--- src/hdl/vss_pkg.sv ---
package vss_pkg;

  // Set size limit and sample format.
  localparam int MAX_COUNT   = 65536;
  localparam int SAMPLE_BITS = 16;
  localparam int COUNT_W     = $clog2(MAX_COUNT + 1);

  // Accumulator widths.
  localparam int SUM_W   = 33;
  localparam int SUMSQ_W = 47;

  // Result widths.
  localparam int MEAN_W = 24;
  localparam int NORM_W = 31;
  localparam int RMS_W  = 24;

  // Shared compare-subtract unit and its iteration counts.
  localparam int OPND_W     = 64;
  localparam int REM_W      = 34;
  localparam int STEP_W     = 36;
  localparam int ROOT_W     = 32;
  localparam int SQRT_STEPS = OPND_W / 2;
  localparam int DIV_STEPS  = OPND_W;
  localparam int STEPS_W    = $clog2(DIV_STEPS);

  typedef struct packed {
    logic signed [SAMPLE_BITS-1:0] sample;
    logic                          last;
  } in_word_t;

  typedef struct packed {
    logic signed [SAMPLE_BITS-1:0] minimum;
    logic signed [SAMPLE_BITS-1:0] maximum;
    logic signed [MEAN_W-1:0]      mean;
    logic [NORM_W-1:0]             norm;
    logic [RMS_W-1:0]              root_mean_square;
    logic [COUNT_W-1:0]            sample_count;
    logic                          overflow;
  } out_word_t;

  // Running totals of one set.
  typedef struct packed {
    logic [COUNT_W-1:0]            count;
    logic signed [SAMPLE_BITS-1:0] minimum;
    logic signed [SAMPLE_BITS-1:0] maximum;
    logic signed [SUM_W-1:0]       sum;
    logic [SUMSQ_W-1:0]            sumsq;
    logic                          dropped;
  } set_t;

endpackage

--- src/hdl/vss_in_if.sv ---
interface vss_in_if;
  logic              valid;
  logic              ready;
  vss_pkg::in_word_t data;

  modport source (output valid, output data, input ready);
  modport sink (input valid, input data, output ready);
endinterface

--- src/hdl/vss_out_if.sv ---
interface vss_out_if;
  logic               valid;
  logic               ready;
  vss_pkg::out_word_t data;

  modport source (output valid, output data, input ready);
  modport sink (input valid, input data, output ready);
endinterface

--- src/hdl/vss_accum.sv ---
module vss_accum (
  input  logic                                   clk,
  input  logic                                   rst,
  input  logic                                   accept,
  input  logic signed [vss_pkg::SAMPLE_BITS-1:0] sample,
  input  logic                                   last,
  output vss_pkg::set_t                          upd
);
  import vss_pkg::*;

  set_t                     cur;
  logic signed [2*SAMPLE_BITS-1:0] sq;

  // Square of the incoming sample; never negative.
  assign sq = sample * sample;

  // Totals with the incoming word folded in.
  always_comb begin
    upd = cur;
    if (cur.count >= COUNT_W'(MAX_COUNT)) begin
      upd.dropped = 1'b1;
    end else begin
      if (cur.count == '0) begin
        upd.minimum = sample;
        upd.maximum = sample;
      end else begin
        if (sample < cur.minimum) upd.minimum = sample;
        if (sample > cur.maximum) upd.maximum = sample;
      end
      upd.sum   = cur.sum + SUM_W'(sample);
      upd.sumsq = cur.sumsq + SUMSQ_W'($unsigned(sq));
      upd.count = cur.count + COUNT_W'(1);
    end
  end

  // Totals advance on each accepted word and clear once the final word of a set
  // is taken. Minimum and maximum are only read after the first word has loaded
  // them, so they have no reset.
  always_ff @(posedge clk) begin
    if (rst) begin
      cur.count   <= '0;
      cur.sum     <= '0;
      cur.sumsq   <= '0;
      cur.dropped <= 1'b0;
    end else if (accept) begin
      cur.minimum <= upd.minimum;
      cur.maximum <= upd.maximum;
      if (last) begin
        cur.count   <= '0;
        cur.sum     <= '0;
        cur.sumsq   <= '0;
        cur.dropped <= 1'b0;
      end else begin
        cur.count   <= upd.count;
        cur.sum     <= upd.sum;
        cur.sumsq   <= upd.sumsq;
        cur.dropped <= upd.dropped;
      end
    end
  end

endmodule

--- src/hdl/vss_step.sv ---
module vss_step (
  input  logic [vss_pkg::STEP_W-1:0] partial,
  input  logic [vss_pkg::STEP_W-1:0] trial,
  output logic                       ge,
  output logic [vss_pkg::STEP_W-1:0] diff
);
  import vss_pkg::*;

  logic [STEP_W:0] wide;

  // One restoring step: compare and subtract share a single adder.
  assign wide = {1'b0, partial} - {1'b0, trial};
  assign ge   = ~wide[STEP_W];
  assign diff = wide[STEP_W-1:0];

endmodule

--- src/hdl/vss_seq.sv ---
module vss_seq (
  input  logic          clk,
  input  logic          rst,
  input  logic          load,
  input  vss_pkg::set_t upd,
  output logic          idle,
  vss_out_if.source     stats
);
  import vss_pkg::*;

  localparam logic [2:0] ST_IDLE = 3'd0;
  localparam logic [2:0] ST_NORM = 3'd1;
  localparam logic [2:0] ST_DIVQ = 3'd2;
  localparam logic [2:0] ST_RMS  = 3'd3;
  localparam logic [2:0] ST_MEAN = 3'd4;
  localparam logic [2:0] ST_HOLD = 3'd5;

  logic [2:0]            state;
  logic [STEPS_W-1:0]    steps;
  logic [OPND_W-1:0]     opnd;
  logic [REM_W-1:0]      rem;
  logic [OPND_W-1:0]     res;
  logic [OPND_W-2:0]     scaled_sq;
  logic [COUNT_W-1:0]    divisor;
  logic                  sum_neg;
  logic [SUM_W-2:0]      sum_mag;
  logic [SUM_W-1:0]      sum_abs;
  out_word_t             result;

  logic                  is_root;
  logic                  last_step;
  logic [STEP_W-1:0]     partial;
  logic [STEP_W-1:0]     trial;
  logic                  ge;
  logic [STEP_W-1:0]     diff;
  logic [REM_W-1:0]      rem_next;
  logic [OPND_W-1:0]     res_next;
  logic [MEAN_W-1:0]     mean_mag;

  assign idle    = (state == ST_IDLE);
  assign is_root = (state == ST_NORM) || (state == ST_RMS);

  // Magnitude of the incoming sum; it always fits one bit narrower.
  assign sum_abs = upd.sum[SUM_W-1] ? -upd.sum : upd.sum;

  // Last iteration of the current phase.
  always_comb begin
    if (is_root) last_step = (steps == STEPS_W'(SQRT_STEPS - 1));
    else         last_step = (steps == STEPS_W'(DIV_STEPS - 1));
  end

  // Operands of the shared unit: root digit pair or quotient bit.
  always_comb begin
    if (is_root) begin
      partial = {rem, opnd[OPND_W-1 -: 2]};
      trial   = STEP_W'({res[ROOT_W-1:0], 2'b01});
    end else begin
      partial = STEP_W'({rem, opnd[OPND_W-1]});
      trial   = STEP_W'(divisor);
    end
  end

  vss_step u_step (
    .partial (partial),
    .trial   (trial),
    .ge      (ge),
    .diff    (diff)
  );

  assign rem_next = ge ? diff[REM_W-1:0] : partial[REM_W-1:0];
  assign res_next = {res[OPND_W-2:0], ge};
  assign mean_mag = res_next[MEAN_W-1:0];

  // Sequencer: norm root, mean-square divide, its root, then the mean divide.
  always_ff @(posedge clk) begin
    if (rst) begin
      state <= ST_IDLE;
      steps <= '0;
    end else begin
      unique case (state)
        ST_IDLE: begin
          if (load) begin
            state <= ST_NORM;
            steps <= '0;
          end
        end
        ST_NORM, ST_DIVQ, ST_RMS: begin
          steps <= steps + STEPS_W'(1);
          if (last_step) begin
            state <= state + 3'd1;
            steps <= '0;
          end
        end
        ST_MEAN: begin
          steps <= steps + STEPS_W'(1);
          if (last_step) begin
            state <= ST_HOLD;
            steps <= '0;
          end
        end
        ST_HOLD: begin
          if (!stats.valid || stats.ready) state <= ST_IDLE;
        end
        default: state <= ST_IDLE;
      endcase
    end
  end

  // Datapath of the shared unit and the partial results.
  always_ff @(posedge clk) begin
    case (state)
      ST_IDLE: begin
        if (load) begin
          scaled_sq             <= {upd.sumsq, 16'b0};
          opnd                  <= {1'b0, upd.sumsq, 16'b0};
          rem                   <= '0;
          res                   <= '0;
          divisor               <= upd.count;
          sum_neg               <= upd.sum[SUM_W-1];
          sum_mag               <= sum_abs[SUM_W-2:0];
          result.minimum        <= upd.minimum;
          result.maximum        <= upd.maximum;
          result.sample_count   <= upd.count;
          result.overflow       <= upd.dropped;
        end
      end
      ST_NORM: begin
        rem  <= rem_next;
        res  <= res_next;
        opnd <= {opnd[OPND_W-3:0], 2'b00};
        if (last_step) begin
          // Only an all most-negative full set reaches 2^31; it saturates.
          result.norm <= res_next[ROOT_W-1] ? {NORM_W{1'b1}} : res_next[NORM_W-1:0];
          opnd        <= {1'b0, scaled_sq};
          rem         <= '0;
          res         <= '0;
        end
      end
      ST_DIVQ: begin
        rem  <= rem_next;
        res  <= res_next;
        opnd <= {opnd[OPND_W-2:0], 1'b0};
        if (last_step) begin
          opnd <= res_next;
          rem  <= '0;
          res  <= '0;
        end
      end
      ST_RMS: begin
        rem  <= rem_next;
        res  <= res_next;
        opnd <= {opnd[OPND_W-3:0], 2'b00};
        if (last_step) begin
          result.root_mean_square <= res_next[RMS_W-1:0];
          opnd <= {(OPND_W - SUM_W - 7)'(0), sum_mag, 8'b0};
          rem  <= '0;
          res  <= '0;
        end
      end
      ST_MEAN: begin
        rem  <= rem_next;
        res  <= res_next;
        opnd <= {opnd[OPND_W-2:0], 1'b0};
        if (last_step) begin
          result.mean <= sum_neg ? -mean_mag : mean_mag;
        end
      end
      default: begin
      end
    endcase
  end

  // Output register; a finished result waits here until taken.
  always_ff @(posedge clk) begin
    if (rst) begin
      stats.valid <= 1'b0;
    end else if (state == ST_HOLD && (!stats.valid || stats.ready)) begin
      stats.valid <= 1'b1;
    end else if (stats.ready) begin
      stats.valid <= 1'b0;
    end
  end

  always_ff @(posedge clk) begin
    if (state == ST_HOLD && (!stats.valid || stats.ready)) begin
      stats.data <= result;
    end
  end

endmodule

--- src/hdl/vector_summary_statistics.sv ---
// Summary statistics of a streamed set of signed 16-bit samples. Each word on
// the input carries one sample, and the word flagged as last closes the set.
// Samples that are not last are taken one per cycle while no set is being
// finished and folded into a count, running minimum and maximum, a sum and a
// sum of squares. The last sample starts a sequencer that drives one shared
// compare-subtract unit: a 32-step square root for the norm, a 64-step divide
// of the scaled sum of squares by the count, a 32-step root of that for the
// RMS and a 64-step divide for the mean. Input ready is low from a last sample
// until its result enters the output register, which waits for the previous
// result to be taken. Mean, norm and RMS carry 8 fraction bits; the mean
// truncates toward zero, the roots are floored and the norm saturates at 2^31 - 1.
// Samples beyond 65536 in one set are dropped and the set's result flags overflow.
module vector_summary_statistics (
  input  logic      clk,
  input  logic      rst,
  vss_in_if.sink    samples,
  vss_out_if.source stats
);
  import vss_pkg::*;

  logic accept;
  logic load;
  logic idle;
  set_t upd;

  // New words are taken whenever no set is being finished.
  assign samples.ready = idle;
  assign accept        = samples.valid && samples.ready;
  assign load          = accept && samples.data.last;

  vss_accum u_accum (
    .clk    (clk),
    .rst    (rst),
    .accept (accept),
    .sample (samples.data.sample),
    .last   (samples.data.last),
    .upd    (upd)
  );

  vss_seq u_seq (
    .clk   (clk),
    .rst   (rst),
    .load  (load),
    .upd   (upd),
    .idle  (idle),
    .stats (stats)
  );

endmodule
--- src/flat_wrapper.sv ---
// flat-port wrapper written by rule: the top's interface ports become plain ports
module vector_summary_statistics_flat import vss_pkg::*;
  (clk, rst, samples_valid, samples_data, samples_ready, stats_valid, stats_data, stats_ready);
  vss_in_if samples_i ();
  vss_out_if stats_i ();
  input  logic clk;
  input  logic rst;
  input wire logic [$bits(samples_i.valid)-1:0] samples_valid;
  input wire logic [$bits(samples_i.data)-1:0] samples_data;
  output wire logic [$bits(samples_i.ready)-1:0] samples_ready;
  output wire logic [$bits(stats_i.valid)-1:0] stats_valid;
  output wire logic [$bits(stats_i.data)-1:0] stats_data;
  input wire logic [$bits(stats_i.ready)-1:0] stats_ready;
  assign samples_i.valid = samples_valid;
  assign samples_i.data = samples_data;
  assign samples_ready = samples_i.ready;
  assign stats_valid = stats_i.valid;
  assign stats_data = stats_i.data;
  assign stats_i.ready = stats_ready;
  vector_summary_statistics u_core (.clk(clk), .rst(rst), .samples(samples_i), .stats(stats_i));
endmodule
--- config.mk ---
export PLATFORM = sky130hd
export DESIGN_NAME = vector_summary_statistics_flat
export DESIGN_NICKNAME = d
export VERILOG_FILES = /design/src/hdl/vss_pkg.sv /design/src/hdl/vss_in_if.sv /design/src/hdl/vss_out_if.sv /design/src/hdl/vss_accum.sv /design/src/hdl/vss_step.sv /design/src/hdl/vss_seq.sv /design/src/hdl/vector_summary_statistics.sv /design/src/flat_wrapper.sv
export SDC_FILE = /design/constraint.sdc
export NUM_CORES = 2
export LEC_CHECK = 0
export ABC_CLOCK_PERIOD_IN_PS = 9240
export BUFFER_PORTS_ARGS = -buffer_cell sky130_fd_sc_hd__buf_4
export CORE_MARGIN = 2
export CORE_UTILIZATION = 37
export DETAILED_ROUTE_END_ITERATION = 10
export SYNTH_ARGS = -nofsm -noshare
export SYNTH_HDL_FRONTEND = slang
export SYNTH_SLANG_ARGS = --single-unit
--- constraint.sdc ---
create_clock -name clk -period 9.24 [get_ports clk]
set_input_delay 0.462 -clock clk [delete_from_list [all_inputs] [get_ports clk]]
set_output_delay 0.462 -clock clk [all_outputs]
set_load 0.02 [all_outputs]
After elaboration in Yosys (flattened, before gate mapping)
Index checks and enable logic that the tools add are counted.
- flip-flop bits (word level): 639
- logic and storage cells: 111
- output and inout port bits: 131
- equal/unequal tests: 11
- reduce and logical (&&, ||, !) cells: 23
- muxes and demuxes: 34
- multipliers: 1
- $lt $le $gt $ge: 3
- add/subtract/negate cells: 8
- bitwise logic cells: 2
- operator list (kind ; count):
    $pmux W64 S5 ; 1
    $mux W64 ; 4
    $pmux W63 S3 ; 1
    $mux W34 ; 4
    $mux W129 ; 1
    $mux W63 ; 2
    $pmux W34 S3 ; 1
    $mux W81 ; 1
    $mux W32 ; 2
    $add A47 B32 Y47 ; 1
    $sub A36 B36 Y37 ; 1
    $mux W36 ; 1
    $add A33 B16 Y33 ; 1
    $mul A16 B16 Y32 ; 1
    $mux W16 ; 2
    $neg A32 Y32 ; 1
    $mux W24 ; 1
    $neg A24 Y24 ; 1
    $add A17 B1 Y17 const B ; 1
    $ge A17 B17 Y1 const B ; 1
    $logic_not A17 Y1 ; 1
    $mux W17 ; 1
    $gt A16 B16 Y1 ; 1
    $lt A16 B16 Y1 ; 1
    other kinds (26) ; 49

Logic depth before layout (Yosys ltp)
- depth after elaboration: 7
- depth in mapped cells: 39

Hierarchy
A second synthesis with hierarchy kept.
- cell total of the unflattened synthesis: 4204
- area, all modules: 43165.1 sq um
- modules (own cells, without submodules) (module ; cells an instance ; area each (sq um) ; sequential area each (sq um) ; times used):
    vss_seq ; 1534 ; 21344.2 ; 15184.6 ; 1
    vss_accum ; 2320 ; 19493.7 ; 2922.8 ; 1
    vss_step ; 348 ; 2314.7 ; 0.0 ; 1
    vector_summary_statistics ; 2 ; 12.5 ; 0.0 ; 1

Worst setup path after synthesis
OpenSTA, ideal clock, no wires.
- path kind: input -> register
- start: input port samples_data[16]
- end: register u_core.u_seq.opnd[57] (data pin)
- stages: 33
- arrival time: 8513 ps
- data required time: 8986 ps
- path slack: 474 ps
- setup time: 254 ps
- cell sequence: clkbuf_1 inv_1 buf_1 nor2_1 fa_1 fa_1 fa_1 fa_1 fa_1 inv_1 fa_1 inv_1 ha_1 a21o_1 a21o_1 or4b_2 o21a_1 a211o_1 a21o_1 a21oi_1 xnor2_1 ha_1 a21o_1 a21o_1 a21o_1 a21o_1 a21oi_1 o221ai_1 a21o_1 and2_1 nand4_1 xnor2_1 a21o_1
- RTL lines (element ; RTL line ; text):
    start: declaration ; flat_wrapper.sv:9 ; input wire logic [$bits(samples_i.data)-1:0] samples_data;
    end signal: assignment ; vss_seq.sv:115 ; opnd <= {1'b0, upd.sumsq, 16'b0};
    end signal: assignment ; vss_seq.sv:130 ; opnd <= {opnd[OPND_W-3:0], 2'b00};
    end signal: assignment ; vss_seq.sv:134 ; opnd <= {1'b0, scaled_sq};
    end: declaration ; vss_seq.sv:20 ; logic [OPND_W-1:0] opnd;

==> impl_metrics.csv <==
group,metric,value,unit
outcome,outcome,"complete, no violations",
routing,met3_length,6.763,mm
synthesis,synthMuxAreaShare,2.649,%
critical_path,rr_startpoint,"u_core.u_seq.state[2]",
critical_path,critPathBufInv,9,
floorplan,core,0.1120,mm^2
cts,cts_buffers,74,
sta,fin_crit,8.540,ns
layout,num_antenna_cells,0,
synthesis,synth_area_leader_cell,"edfxtp_1",
synthesis,synth-simple-area-share,12.01,%
routing,routed_wl,108.2,mm
critical_path,cpPeakStageDelay,0.59,ns
critical_path,worst_ep_required_time,9.64,ns
layout,nFillCells,10670,
layout,drive_gt1_share,11.20,%
sta,fmax,117.1,MHz
synthesis,yosys_warnings,0,
cts,cts_setup_buffers,0,
layout,regArea,0.01811,mm^2
synthesis,synthAdderAreaFrac,18.38,%
synthesis,yosysSeqAreaShare,43.47,%
place,placed_area,0.04466,mm^2
cts,clock_latency,0.66,ns
sta,whs,0.2333,ns
grt,grtUsageTotal,18.60,%
sta,min_period_over_period,92.42,%
critical_path,r2r_end,"u_core.u_seq.result[93]",
layout,fin_area,0.04727,mm^2
floorplan,rows,123,
layout,layout.cells.non_filler,5615,
critical_path,crit_end,"u_core.u_seq.opnd[62]",
critical_path,crit_family,"adder cells",
floorplan,initial_utilization,37.18,%
place,dp_hpwl,77.55,mm
critical_path,arrival,8.94,ns
floorplan,die_y,339.5,um
sta,setup_viol,0,
synthesis,synthTopCellsByArea,"edfxtp_1 38%, fa_1 12%, ha_1 6.8%",
sta,setup_tns,0,ns
routing,dr.pass1.iters,8,
grt,antenna_found_initial,2,
floorplan,io_pins,152,
grt,grt_max_degree,89,
sta,rsz0062_at_grt,"no",
routing,drtIter0Drc,2308,
cts,cts-htree-levels,3,
sta,final-max-slew-violation-count,0,
sta,final-hold-violation-count,0,
routing,drc,0,
synthesis,yosysUniqueCellTypes,86,
routing,wl_met1,50.01,mm
critical_path,cp-start-kind,"input pin",
synthesis,netlist_instances,3936,
synthesis,synth_top_area_share,38.28,%
synthesis,synth_xor_area_share,4.352,%
grt,grt_pass1_vias,29210,
cts,cts_tree,"built",
cts,clock-sinks,639,
layout,final_common_cell,"edfxtp_1",
critical_path,worst-path-stages,33,
grt,grt_pass1_wl,169.6,mm
critical_path,cp_max_fo,16,
synthesis,synth_area_per_cell,10.58,um^2
critical_path,cp-end-kind,"flop",
routing,met2_wirelength,48.95,mm
sta,clock_skew,0.04306,ns
cts,postCtsHoldBufs,0,
synthesis,async_flop_share,0,%
critical_path,reg2reg_depth,23,
cts,ctsResizeCount,0,
critical_path,path_class,"input pin to flop",
place,port_buffers,151,
floorplan,fp.dieArea,0.1153,mm^2
min_path,hold_path_class,"input pin to flop",
synthesis,synth_compound_area_share,13.61,%
cts,cts_root_buffer,"clkbuf_16",
cts,cts_buffer_depth,3,
routing,drtAntennaViolNets,0,
routing,wire_per_inst,19.27,um
synthesis,synth_top_family_by_area,"adder cells",
sta,maxSlewHeadroom,13.96,%
synthesis,synthFlopType,"edfxtp_1",
critical_path,slowest_stage,"or4b_2",
place,gp_congestion,0.9247,
synthesis,syn_nets,4425,
synthesis,ys_ff_latch,639,
place,dp.cells,5478,
cts,path_clk_slew,0.06,ns
job,cap_violations,0,
layout,area_growth,13.48,%
synthesis,syn_area,0.04166,mm^2
synthesis,synth_edf_count,531,
routing,top_layer_used,"met5",
layout,mostFrequentLayoutCells,"531 x edfxtp_1, 422 x nand2_1, 417 x inv_1",
grt,globalRoute.totalOverflow,0,
critical_path,crit_start,"samples_data[8]",
layout,multi_input_area,0.02136,mm^2
critical_path,r2r_slack,3.03,ns
routing,viasPerCell,5.305,
sta,tightestPinTransition,1.282,ns
layout,final_nets,4543,
floorplan,die_x,339.5,um
routing,vias,29790,
[synth_stat cells (20+ instances only)]
library cell and count:
mux2_2 26, a22oi_1 94, o31ai_1 20, dfxtp_1 108, o21a_1 40, and3_1 26
nor2_1 228, nand4_1 37, a21oi_1 189, mux2i_1 81, ha_1 228, xor2_1 59
or2_2 37, nand3_1 50, o21ai_0 148, nand2_1 424, xnor2_1 148, nand2b_1 30
a31oi_1 39, clkbuf_1 159, or3_1 21, inv_1 420, fa_1 240, and2_1 111
nor2b_1 23, a21o_1 100, edfxtp_1 531, nor3_1 43
[stage by stage]
stage	util (%)	setup WS (ns)
2_1_floorplan	-	0.4736
3_3_place_gp	39.87	0.09743
3_5_place_dp	39.87	0.05243
4_1_cts	42.19	0.7302
5_1_grt	42.19	0.2719
6_report	42.19	0.7004
[worst reg2reg max path, cell delays in order (launching register included)]
cell and delay (ns):
dfxtp_1 0.47, inv_1 0.18, ha_1 0.30, a21oi_4 0.29
buf_4 0.43, mux2i_1 0.30, ha_1 0.23, fa_1 0.23
nor2b_1 0.06, o21a_1 0.17, o21ai_1 0.21, a21oi_1 0.14
o21ai_1 0.40, a21oi_1 0.18, o31ai_2 0.37, o211ai_4 0.14
inv_1 0.08, buf_4 0.37, ha_1 0.28, nand2b_1 0.11
nand2b_1 0.25, or2_2 0.37, o31ai_1 0.30, xnor2_1 0.10
[area by class of cell]
type                            count  share of cell area (%)
Clock buffer                       92                   4.124
Timing Repair Buffer              228                   3.647
Sequential cell                   639                   38.31
Inverter                          422                   3.367
Multi-Input combinational cell   2689                   45.19
Tap cell                         1500                   3.970
Clock inverter                     45                   1.392
[cells by family (layout without fill, tap and decap cells)]
group,after synthesis,in the layout
AND/OR/NAND/NOR,1069,1069
AO/OA/AOI/OAI,838,838
flip-flops,639,639
buffers and inverters,608,787
adder cells (fa/ha/maj),468,468
XOR/XNOR,207,207
multiplexers,107,107
[state kept, by name (all words and copies together), names as in the netlist, 3 cells and up]
register                 cells
u_core.u_seq.res            63
u_core.u_accum.cur         130
u_core.u_seq.state           3
u_core.u_seq.rem            34
u_core.u_seq.sum_mag        32
u_core.u_seq.steps           6
u_core.u_seq.opnd           64
u_core.u_seq.scaled_sq      47
u_core.u_seq.result        129
u_core.u_seq.stats.data    129
[metal layers]
| layer | up-vias | track usage (%) |
|---|---|---|
| li1 | 14060 | - |
| met1 | 14620 | 26.71 |
| met2 | 956 | 29.26 |
| met3 | 150 | 2.862 |
| met4 | 2 | 4.923 |
| met5 | - | 0 |
[how the worst min path moves through the flow]
stage                                  startpoint                     endpoint  slack, ns  cells after the start
final                             samples_data[6]       u_core.u_accum.cur[86]       0.23                      2
after global routing              samples_data[6]       u_core.u_accum.cur[86]       0.20                      2
after CTS                         samples_data[6]       u_core.u_accum.cur[86]       0.19                      2
after detailed placement  u_core.u_seq.result[21]  u_core.u_seq.stats.data[21]       0.40                      0
after global placement    u_core.u_seq.result[68]  u_core.u_seq.stats.data[68]       0.40                      0
after floorplan            u_core.u_seq.result[0]   u_core.u_seq.stats.data[0]       0.40                      0
Power is not shown: default switching activity piles up to over one toggle a cycle in this logic, so the estimate is an artifact.
